**config.mk**
```make
export PLATFORM = sky130hd
export DESIGN_NAME = echo_outlier_rejecting_filter
export DESIGN_NICKNAME = d
export VERILOG_FILES = /design/src/hw/rtl/eorf_pkg.sv /design/src/hw/rtl/echo_outlier_rejecting_filter.sv /design/src/hw/rtl/eorf_ring.sv /design/src/hw/rtl/eorf_dist.sv
export SDC_FILE = /design/constraint.sdc
export NUM_CORES = 2
export LEC_CHECK = 0
export ABC_AREA = 1
export BUFFER_PORTS_ARGS = -buffer_cell sky130_fd_sc_hd__buf_2
export CORE_MARGIN = 1
export CORE_UTILIZATION = 32
export CTS_BUF_LIST = sky130_fd_sc_hd__clkbuf_4
export CTS_CLUSTER_DIAMETER = 80
export CTS_CLUSTER_SIZE = 30
export DETAILED_ROUTE_END_ITERATION = 7
export PLACE_DENSITY_LB_ADDON = 0.2
export SLEW_MARGIN = 20
export SYNTH_ARGS = -nofsm -noshare
export SYNTH_HDL_FRONTEND = slang
export SYNTH_SLANG_ARGS = --single-unit
```
**constraint.sdc**
```tcl
create_clock -name clk -period 16.96 [get_ports clk]
set_clock_uncertainty 0.05 [all_clocks]
set_input_delay 1.696 -clock clk [delete_from_list [all_inputs] [get_ports clk]]
set_output_delay 1.696 -clock clk [all_outputs]
set_load 0.01 [all_outputs]
```
**src/hw/rtl/eorf_pkg.sv**
```systemverilog
// Shared constants and types for the echo outlier-rejecting filter.
// Used by every module in hw/rtl; no dependencies.
package eorf_pkg;

    localparam int ECHO_W = 20;
    localparam int DIST_W = 19;
    localparam int TRY_W  = 4;

    localparam int RING_DEPTH = 3;
    localparam int POS_W      = (RING_DEPTH > 1) ? $clog2(RING_DEPTH) : 1;

    // mean = floor(sum / RING_DEPTH) via round-up reciprocal, exact for SUM_W-bit sums
    localparam int MEAN_L       = $clog2(RING_DEPTH);
    localparam int SUM_W        = ECHO_W + MEAN_L;
    localparam int MEAN_SH      = SUM_W + MEAN_L;
    localparam int MEAN_RECIP_W = SUM_W + 1;
    localparam longint unsigned MEAN_RECIP_VAL =
        ((64'd1 << MEAN_SH) + RING_DEPTH - 1) / RING_DEPTH;
    localparam logic [MEAN_RECIP_W-1:0] MEAN_RECIP = MEAN_RECIP_W'(MEAN_RECIP_VAL);

    // distance_q4 = floor(echo * 80 / 291); echo * 80 is formed by shift-add
    localparam int DIST_DIV     = 291;
    localparam int DIST_X_W     = ECHO_W + 7;
    localparam int DIST_L       = $clog2(DIST_DIV);
    localparam int DIST_SH      = DIST_X_W + DIST_L;
    localparam int DIST_RECIP_W = DIST_X_W + 1;
    localparam longint unsigned DIST_RECIP_VAL =
        ((64'd1 << DIST_SH) + DIST_DIV - 1) / DIST_DIV;
    localparam logic [DIST_RECIP_W-1:0] DIST_RECIP = DIST_RECIP_W'(DIST_RECIP_VAL);

    localparam logic [ECHO_W-1:0] DEV_LIMIT_RST   = ECHO_W'(2000);
    localparam logic [TRY_W-1:0]  RETRY_LIMIT_RST = TRY_W'(5);

    typedef enum logic [0:0] {
        CFG_DEV_LIMIT   = 1'b0,
        CFG_RETRY_LIMIT = 1'b1
    } cfg_index_t;

    typedef struct packed {
        logic              we;
        logic [ECHO_W-1:0] data;
    } ring_wr_t;

    typedef struct packed {
        logic              has_mean;
        logic [ECHO_W-1:0] mean;
    } ring_stat_t;

endpackage

```
**src/hw/rtl/echo_outlier_rejecting_filter.sv**
```systemverilog
// Echo outlier-rejecting filter, top level.
// A request is registered in the input reg, then its result in the result reg.
// Throughput: one request per cycle unless output stalls; ring compares and updates at once.
// Requests rejected or discarded produce no result.
// Reset (rst_n low, async): ring, pointer, try count cleared; limits to 2000 and 5.
// Depends on eorf_pkg, eorf_ring, eorf_dist.
module echo_outlier_rejecting_filter (
    input  logic                         clk,
    input  logic                         rst_n,
    input  logic                         in_valid,
    output logic                         in_ready,
    input  logic [eorf_pkg::ECHO_W-1:0]  raw_echo,
    output logic                         out_valid,
    input  logic                         out_ready,
    output logic [eorf_pkg::ECHO_W-1:0]  accepted_echo,
    output logic [eorf_pkg::DIST_W-1:0]  distance_q4,
    output logic                         forced_accept,
    input  logic                         cfg_valid,
    output logic                         cfg_ready,
    input  eorf_pkg::cfg_index_t         cfg_index,
    input  logic [eorf_pkg::ECHO_W-1:0]  cfg_data
);
    import eorf_pkg::*;

    logic              s1_valid_reg;
    logic [ECHO_W-1:0] s1_echo_reg;
    logic              s1_go;

    logic [ECHO_W-1:0] dev_limit_reg;
    logic [TRY_W-1:0]  retry_limit_reg;
    logic [TRY_W-1:0]  try_reg;
    logic [TRY_W-1:0]  try_next;
    logic              after_rej_reg;
    logic              after_rej_next;

    logic              out_valid_reg;
    logic [ECHO_W-1:0] echo_out_reg;
    logic [DIST_W-1:0] dist_out_reg;
    logic              forced_reg;

    ring_wr_t          ring_wr;
    ring_stat_t        ring_stat;
    logic [ECHO_W-1:0] delta;
    logic              emit;
    logic              forced;
    logic [DIST_W-1:0] dist_q4;

    eorf_ring u_ring (
        .clk   (clk),
        .rst_n (rst_n),
        .wr    (ring_wr),
        .stat  (ring_stat)
    );

    eorf_dist u_dist (
        .echo    (s1_echo_reg),
        .dist_q4 (dist_q4)
    );

    assign s1_go     = s1_valid_reg && (!out_valid_reg || out_ready);
    assign in_ready  = !s1_valid_reg || s1_go;
    assign cfg_ready = 1'b1;

    assign delta = (s1_echo_reg >= ring_stat.mean) ? s1_echo_reg - ring_stat.mean
                                                   : ring_stat.mean - s1_echo_reg;

    always_comb
    begin
        emit           = 1'b0;
        forced         = 1'b0;
        try_next       = try_reg;
        after_rej_next = after_rej_reg;
        if (s1_go)
        begin
            if (after_rej_reg)
            begin
                // reading after a rejection: discarded unless retry limit reached
                after_rej_next = 1'b0;
                if (try_reg >= retry_limit_reg)
                begin
                    emit   = 1'b1;
                    forced = 1'b1;
                end
            end
            else if (!ring_stat.has_mean || (delta < dev_limit_reg))
            begin
                emit = 1'b1;
            end
            else
            begin
                try_next       = try_reg + TRY_W'(1);
                after_rej_next = 1'b1;
            end
            if (emit)
            begin
                try_next = '0;
            end
        end
    end

    assign ring_wr.we   = emit;
    assign ring_wr.data = s1_echo_reg;

    always_ff @(posedge clk or negedge rst_n)
    begin
        if (!rst_n)
        begin
            s1_valid_reg    <= 1'b0;
            out_valid_reg   <= 1'b0;
            try_reg         <= '0;
            after_rej_reg   <= 1'b0;
            dev_limit_reg   <= DEV_LIMIT_RST;
            retry_limit_reg <= RETRY_LIMIT_RST;
        end
        else
        begin
            if (in_ready)
            begin
                s1_valid_reg <= in_valid;
            end
            if (s1_go)
            begin
                out_valid_reg <= emit;
            end
            else if (out_ready)
            begin
                out_valid_reg <= 1'b0;
            end
            try_reg       <= try_next;
            after_rej_reg <= after_rej_next;
            if (cfg_valid)
            begin
                case (cfg_index)
                    CFG_DEV_LIMIT:   dev_limit_reg   <= cfg_data;
                    CFG_RETRY_LIMIT: retry_limit_reg <= cfg_data[TRY_W-1:0];
                    default:         ;
                endcase
            end
        end
    end

    always_ff @(posedge clk)
    begin
        if (in_valid && in_ready)
        begin
            s1_echo_reg <= raw_echo;
        end
        if (emit)
        begin
            echo_out_reg <= s1_echo_reg;
            dist_out_reg <= dist_q4;
            forced_reg   <= forced;
        end
    end

    assign out_valid     = out_valid_reg;
    assign accepted_echo = echo_out_reg;
    assign distance_q4   = dist_out_reg;
    assign forced_accept = forced_reg;

endmodule

```
**src/hw/rtl/eorf_ring.sv**
```systemverilog
// History ring of accepted echo widths, write pointer and truncated mean.
// Depends on eorf_pkg.
module eorf_ring (
    input  logic                  clk,
    input  logic                  rst_n,
    input  eorf_pkg::ring_wr_t    wr,
    output eorf_pkg::ring_stat_t  stat
);
    import eorf_pkg::*;

    localparam int PROD_W = SUM_W + MEAN_RECIP_W;

    logic [ECHO_W-1:0] ring_reg [RING_DEPTH];
    logic [POS_W-1:0]  pos_reg;
    logic [POS_W-1:0]  pos_next;
    logic [SUM_W-1:0]  sum;
    logic              all_nz;
    logic [PROD_W-1:0] prod;
    logic [ECHO_W-1:0] mean;

    always_comb
    begin
        sum    = '0;
        all_nz = 1'b1;
        for (int i = 0; i < RING_DEPTH; i++)
        begin
            sum    = sum + SUM_W'(ring_reg[i]);
            all_nz = all_nz & (|ring_reg[i]);
        end
    end

    assign prod = PROD_W'(sum) * PROD_W'(MEAN_RECIP);
    assign mean = prod[MEAN_SH +: ECHO_W];

    assign stat.has_mean = all_nz && (|mean);
    assign stat.mean     = mean;

    assign pos_next = (pos_reg == POS_W'(RING_DEPTH - 1)) ? '0 : pos_reg + POS_W'(1);

    always_ff @(posedge clk or negedge rst_n)
    begin
        if (!rst_n)
        begin
            for (int i = 0; i < RING_DEPTH; i++)
            begin
                ring_reg[i] <= '0;
            end
            pos_reg <= '0;
        end
        else if (wr.we)
        begin
            ring_reg[pos_reg] <= wr.data;
            pos_reg           <= pos_next;
        end
    end

endmodule

```
**src/hw/rtl/eorf_dist.sv**
```systemverilog
// Echo width to distance in cm with 4 fraction bits, floor(echo * 80 / 291).
// Depends on eorf_pkg.
module eorf_dist (
    input  logic [eorf_pkg::ECHO_W-1:0] echo,
    output logic [eorf_pkg::DIST_W-1:0] dist_q4
);
    import eorf_pkg::*;

    localparam int PROD_W = DIST_X_W + DIST_RECIP_W;

    logic [DIST_X_W-1:0] x;
    logic [PROD_W-1:0]   prod;

    // echo * 80 = echo * 64 + echo * 16
    assign x       = {1'b0, echo, 6'b0} + {3'b000, echo, 4'b0};
    assign prod    = PROD_W'(x) * PROD_W'(DIST_RECIP);
    assign dist_q4 = prod[DIST_SH +: DIST_W];

endmodule

```
Word level (Yosys, flattened, before mapping)
Index checks and enable logic that the tools add are counted.
{"block": "totals", "in_bits": 46, "regBits": 153, "out_inout_bits": 43, "word_cells": 71}
{"block": "op_classes", "n_bitwise": 4, "order_cmp": 5, "n_mux": 17, "n_reduce_logical": 19, "n_mul": 2, "n_addsub": 7, "n_eq_ne": 3}
{"cell": "$reduce_or A20 Y1", "n": 4}
{"cell": "$bwmux W60", "n": 1}
{"cell": "$mul A27 B28 Y55 const B", "n": 1}
{"cell": "$mul A22 B22 Y43 const B", "n": 1}
{"cell": "$demux W20 S2", "n": 1}
{"cell": "$mux W20", "n": 2}
{"cell": "$sub A20 B20 Y20", "n": 2}
{"cell": "$add A26 B24 Y27", "n": 1}
{"cell": "$add A22 B20 Y22", "n": 1}
{"cell": "$add A20 B20 Y21", "n": 1}
{"cell": "$ge A20 B20 Y1", "n": 1}
{"cell": "$lt A20 B20 Y1", "n": 1}
{"cell": "$mux W4", "n": 3}
{"cell": "$mux W1", "n": 9}
{"cell": "$reduce_and A2 Y1", "n": 3}
{"cell": "$add A4 B1 Y4 const B", "n": 1}
{"cell": "$ge A4 B4 Y1", "n": 1}
{"cell": "$logic_and A1 B1 Y1", "n": 4}
{"cell": "$ne A2 B1 Y1 const B", "n": 2}
{"cell": "$ge A3 B3 Y1 const B", "n": 1}
{"cell": "$logic_not A1 Y1", "n": 3}
{"cell": "$logic_or A1 B1 Y1", "n": 3}
{"cell": "$lt A3 B1 Y1 const B", "n": 1}
{"cell": "$not A2 Y3", "n": 1}
{"cell": "7 further kinds", "n": 8}

Logic depth before layout (Yosys ltp)
{"block": "depth", "ltp_word": 12, "depth_mapped": 80, "ltp_nobuf": 76}

Modules after synthesis
From an unflattened synthesis, not the netlist that was laid out.
{"block": "unflattened", "hier_cells": 4458, "hier_area_um2": 33972.6}
{"module": "eorf_ring", "n_inst": 1, "seq_area_each_um2": 1551.5, "area_each_um2": 13834.5, "cells_per_inst": 1786}
{"module": "eorf_dist", "n_inst": 1, "seq_area_each_um2": 0.0, "area_each_um2": 13668.1, "cells_per_inst": 1810}
{"module": "echo_outlier_rejecting_filter", "n_inst": 1, "seq_area_each_um2": 2587.5, "area_each_um2": 6470.0, "cells_per_inst": 862}

Least setup slack after synthesis
OpenSTA, ideal clock, no wires.
{"block": "synth_timing", "path_kind": "register -> register", "from": "reg u_ring.ring_reg[22] in the netlist's numbering", "to": "reg echo_out_reg[0] (netlist: accepted_echo[0]) (enable)", "setup_ns": 0.396, "stages_incl_launch_ff": 70, "t_arrival_ns": 12.746, "slack_ns": 3.768, "period_less_slack_ns": 13.192, "required_ns": 16.514, "cell_sequence": "dfrtp_1 ha_1 a21o_1 nand2_1 nand3_1 nand3_1 o21ai_0 a21boi_0 o21ai_0 a21boi_0 o21ai_0 xor2_1 ha_1 nand2_1 nor4_1 nand4_1 nand3_1 a21oi_1 [34 not listed] nand3_2 inv_2 buf_6 nand2_1 nand2_1 inv_1 ha_1 nand2_1 inv_1 o21ai_0 a21oi_1 a2111oi_0 nand3_1 nand2_1 o21bai_2 buf_6 nand2_1 inv_1"}
{"block": "synth_between", "elab_chain_cells": 11, "word_cells_on_any_way": 19, "cone_classes": "add/sub: 4; mul: 1; order compare: 2; mux: 5; bitwise: 2; reduce/logical: 5"}
{"item": "start: declaration", "line": "eorf_ring.sv:13", "text": "logic [ECHO_W-1:0] ring_reg [RING_DEPTH];"}
{"item": "start signal: indexed assignment", "line": "eorf_ring.sv:52", "text": "ring_reg[pos_reg] <= wr.data;"}
{"item": "$add A20 B20 Y21", "line": "eorf_ring.sv:27", "text": "sum = sum + SUM_W'(ring_reg[i]);"}
{"item": "$add A22 B20 Y22", "line": "eorf_ring.sv:27"}
{"item": "$mul A22 B22 Y43", "line": "eorf_ring.sv:32", "text": "assign prod = PROD_W'(sum) * PROD_W'(MEAN_RECIP);"}
{"item": "$sub A20 B20 Y20, or another cell as far along", "line": "echo_outlier_rejecting_filter.sv:65", "text": ": ring_stat.mean - s1_echo_reg;"}
{"item": "$mux W20 / $logic_and A1 B1 Y1 (equally long branches)", "line": "echo_outlier_rejecting_filter.sv:64, eorf_ring.sv:35"}
{"item": "$lt A20 B20 Y1 / $logic_not A1 Y1 (equally long branches)", "line": "echo_outlier_rejecting_filter.sv:85", "text": "else if (!ring_stat.has_mean || (delta < dev_limit_reg))"}
{"item": "$logic_or A1 B1 Y1 *", "line": "echo_outlier_rejecting_filter.sv:85"}
{"item": "$mux W1 *", "line": "echo_outlier_rejecting_filter.sv:85"}
{"item": "$mux W1 *", "line": "echo_outlier_rejecting_filter.sv:75", "text": "if (after_rej_reg)"}
{"item": "$mux W1 * (2 in series)", "line": "echo_outlier_rejecting_filter.sv:73", "text": "if (s1_go)"}
{"item": "named net emit", "line": "echo_outlier_rejecting_filter.sv:44", "text": "logic emit;"}
{"item": "end signal: assignment", "line": "echo_outlier_rejecting_filter.sv:150", "text": "echo_out_reg <= s1_echo_reg;"}
{"item": "end: declaration", "line": "echo_outlier_rejecting_filter.sv:37", "text": "logic [ECHO_W-1:0] echo_out_reg;"}
The timed path passes the listed nets; every way through them passes the cells marked *. The select of a mux whose other input is x is not followed.
A chain may end at the register's enable or synchronous reset.

Final worst setup path
{"block": "layout_timing", "from": "reg u_ring.ring_reg[22] in the netlist's numbering", "to": "reg u_ring.ring_reg[42] in the netlist's numbering"}
{"block": "layout_between", "elab_chain_cells": 11, "word_cells_on_any_way": 19, "cone_classes": "add/sub: 4; mul: 1; order compare: 2; mux: 5; bitwise: 2; reduce/logical: 5"}
{"item": "$add A20 B20 Y21", "line": "eorf_ring.sv:27"}
{"item": "$add A22 B20 Y22", "line": "eorf_ring.sv:27"}
{"item": "$mul A22 B22 Y43", "line": "eorf_ring.sv:32"}
{"item": "$sub A20 B20 Y20, or another cell as far along", "line": "echo_outlier_rejecting_filter.sv:65"}
{"item": "$mux W20 / $logic_and A1 B1 Y1 (equally long branches)", "line": "echo_outlier_rejecting_filter.sv:64, eorf_ring.sv:35"}
{"item": "$lt A20 B20 Y1 / $logic_not A1 Y1 (equally long branches)", "line": "echo_outlier_rejecting_filter.sv:85"}
{"item": "$logic_or A1 B1 Y1 *", "line": "echo_outlier_rejecting_filter.sv:85"}
{"item": "$mux W1 *", "line": "echo_outlier_rejecting_filter.sv:85"}
{"item": "$mux W1 *", "line": "echo_outlier_rejecting_filter.sv:75"}
{"item": "$mux W1 * (2 in series)", "line": "echo_outlier_rejecting_filter.sv:73"}
Every way passes the cells marked *; elsewhere a longest branch is shown, timed or not. The select of a mux whose other input is x is not followed.

==> impl_metrics.csv <==
group,metric,value,unit
detailed_routing,ant_nets,0,
global_routing,grt_pass1_wl,152000,µm
die,core_area,98400,µm²
synthesis,ys_seq_area_frac,0.130,
clocking,cts_setup_buffers,0,
detailed_routing,wl_met2,47900,µm
timing,finalCriticalPeriod,15.32,ns
timing,worst_pin_slew,1.12,ns
global_routing,grt-ovfl-total,0,
status,outcome,"finished clean",
die,start_util,0.323,
place,pre_cts_slack,1.38,ns
layout,largest_register_ffs,60,
global_routing,grt_max_degree,66,
detailed_routing,routed_wl,96600,µm
place,place.gp.congestion,0.891,
synthesis,synth_edf_count,60,
clocking,postCtsHoldBufs,0,
synthesis,syn-num-nets,4872,
critical_path,cp-start-kind,"flip-flop",
die,pin_count,89,
synthesis,ys_warn_count,0,
synthesis,synthFlopType,"dfrtp_1",
die,die-area,101000,µm²
critical_path,crit_required,17.52,ns
layout,nets,4963,
timing,finalCritPeriodShare,0.903,
detailed_routing,wl_met1,43500,µm
critical_path,max_stage_delay,0.57,ns
detailed_routing,highest_layer,"met5",
die,rows,115,
place,hpwl,84100,µm
detailed_routing,drc,0,
layout,num-fill-cells,10541,
timing,fmax,65.3,MHz
timing,finalHoldViolations,0,
clocking,h-tree-depth,4,
critical_path,cp_max_fo,64,
synthesis,syn_area,31800,µm²
timing,rsz0062_at_grt,"false",
worst_hold_path,holdCritPathClass,"flip-flop to flip-flop",
global_routing,antenna_found_initial,6,
layout,layout-drive-gt1-share,0.0446,
detailed_routing,routedWlPerCell,18.5,µm
layout,area_delta_synth_final,7.45,%
synthesis,syn_inst,3820,
timing,setup_tns,0,ns
synthesis,ys_types,53,
clocking,cts_buffer_depth,2,
synthesis,async_flop_share,0.608,
clocking,cts_buffers,17,
timing,slew_violations,0,
detailed_routing,num_vias,24466,
detailed_routing,viasPerCell,4.69,
clocking,clk_latency,0.77,ns
global_routing,grt_pass1_vias,26023,
clocking,cts_sinks,153,
clocking,clkTransAtPathRegs,0.15,ns
die,die_w,317,µm
place,port_buffers,87,
detailed_routing,firstDrtPassIters,5,
critical_path,cpMostUsedCell,"nand2_1",
critical_path,cp_num_buf_inv,10,
critical_path,arrival,15.88,ns
critical_path,crit_family,"adder cells",
timing,slew_headroom,0.251,
synthesis,synth.avg_cell_area,8.32,µm²
detailed_routing,drt_iter0_markers,1314,
clocking,cts_root_buf,"clkbuf_4",
critical_path,crit_type,"flip-flop to flip-flop",
critical_path,end_kind,"flip-flop",
global_routing,gr-usage-all-layers,0.200,
die,die_h,317,µm
detailed_routing,route.met3.wl,2950,µm
timing,worst_slack,1.64,ns
timing,setup_viol,0,
synthesis,ys_ff_latch,153,
critical_path,crit_slowest_cell,"fa_1",
job,maxCapViolations,0,
clocking,cts_tree,"done",
[through the flow]
step / std cells / area, µm² / util / hold WS, ns
floorplan: 3820 / 31800 / - / 0.402
global placement: 5179 / 33800 / 0.343 / 0.418
detailed placement: 5179 / 33800 / 0.343 / 0.426
CTS: 5211 / 34100 / 0.347 / 0.449
global route: 5215 / 34100 / 0.347 / 0.474
finish: 5215 / 34100 / 0.347 / 0.444
[logic make-up (layout without fill, tap and decap cells)]
kind of cell / count (synthesis) / after routing / synth area share
AO/OA/AOI/OAI: 382 / 382 / 0.0684
XOR/XNOR: 116 / 116 / 0.0320
adder cells (fa/ha/maj): 1006 / 1006 / 0.493
buffers and inverters: 978 / 1082 / 0.119
flip-flops: 153 / 153 / 0.130
other: 1 / 5 / 0.000118
AND/OR/NAND/NOR: 1184 / 1184 / 0.157
[cell usage in the layout, fill, tap and decap left out, drive strengths merged, types with 2 or more instances in the layout]
cell type | Yosys | final
nor3b | 2 | 2
a31oi | 10 | 10
nor2 | 204 | 204
nand3 | 102 | 102
a2111oi | 2 | 2
a21boi | 13 | 13
o221ai | 4 | 4
o21ai | 92 | 92
xor2 | 83 | 83
clkbuf | 21 | 18
nand4 | 94 | 94
edfxtp | 60 | 60
o2111ai | 2 | 2
buf | 20 | 113
o211a | 2 | 2
o211ai | 14 | 14
diode | 0 | 4
dfrtp | 85 | 85
o21a | 5 | 5
and2 | 5 | 5
a221oi | 3 | 3
nand3b | 3 | 3
a211oi | 5 | 5
clkinv | 0 | 5
dfstp | 8 | 8
bufinv | 0 | 3
and3 | 4 | 4
nor3 | 19 | 19
inv | 937 | 943
xnor2 | 33 | 33
fa | 412 | 412
ha | 594 | 594
or2 | 5 | 5
a21o | 10 | 10
a21oi | 193 | 193
o21bai | 21 | 21
nand2 | 720 | 720
nor4 | 25 | 25
[cell type report]
type                    count  area [µm²]  area share
well taps                1287        1610      0.0472
inverters                 937        3520       0.103
clock inverters            14         206     0.00605
flip-flops and latches    153        4140       0.121
multi-input cells        2689       23900       0.700
clock buffers              18         135     0.00396
diodes                      4        10.0    0.000293
repair buffers            113         633      0.0185
[worst reg2reg max path, delay by kind of cell, from the launching register on]
| family | cells | cell delay, ns |
|---|---|---|
| flops | 1 | 0.43 |
| xor+xnor | 2 | 0.40 |
| simple gates | 27 | 4.08 |
| buf+inv | 10 | 1.52 |
| fa+ha+maj | 13 | 5.36 |
| compound gates | 17 | 3.37 |
[timing repair]
| action | CTS | global route |
|---|---|---|
| setup endpoints to repair | 0 | 20 |
| endpoints found under the hold margin | 0 | 0 |
| resized for setup | 0 | 1 |
[metal layers]
layer,vias up,GRT usage
met4,2,0.0499
met1,11771,0.265
met5,-,0
met3,98,0.0208
li1,12217,-
met2,378,0.347
[synthesized netlist by cell type, drive strengths merged (19+ instances only)]
cell	count	share of area
buf	20	0.0054
nor3	19	0.0032
edfxtp	60	0.057
inv	937	0.11
nor2	204	0.024
nand4	94	0.019
dfrtp	85	0.067
xnor2	33	0.0091
nand2	720	0.085
clkbuf	21	0.0025
nor4	25	0.0049
o21ai	92	0.014
a21oi	193	0.030
o21bai	21	0.0051
xor2	83	0.023
fa	412	0.26
ha	594	0.23
nand3	102	0.017
[path summary, 6_finish.rpt]
path	start	cells after the start	end	slack, ns
setup / recovery	u_ring.ring_reg[22]	69	u_ring.ring_reg[42]	1.64
hold / removal	dev_limit_reg[7]	2	dev_limit_reg[7]	0.44
setup reg to reg	u_ring.ring_reg[22]	69	u_ring.ring_reg[42]	1.64
hold reg to reg	dev_limit_reg[7]	2	dev_limit_reg[7]	0.44
max in group asynchronous	rst_n	2	out_valid	14.83
min in group asynchronous	rst_n	1	u_ring.ring_reg[52]	0.83
Power is not shown: default switching activity piles up to over one toggle a cycle in this logic, so the estimate is an artifact.
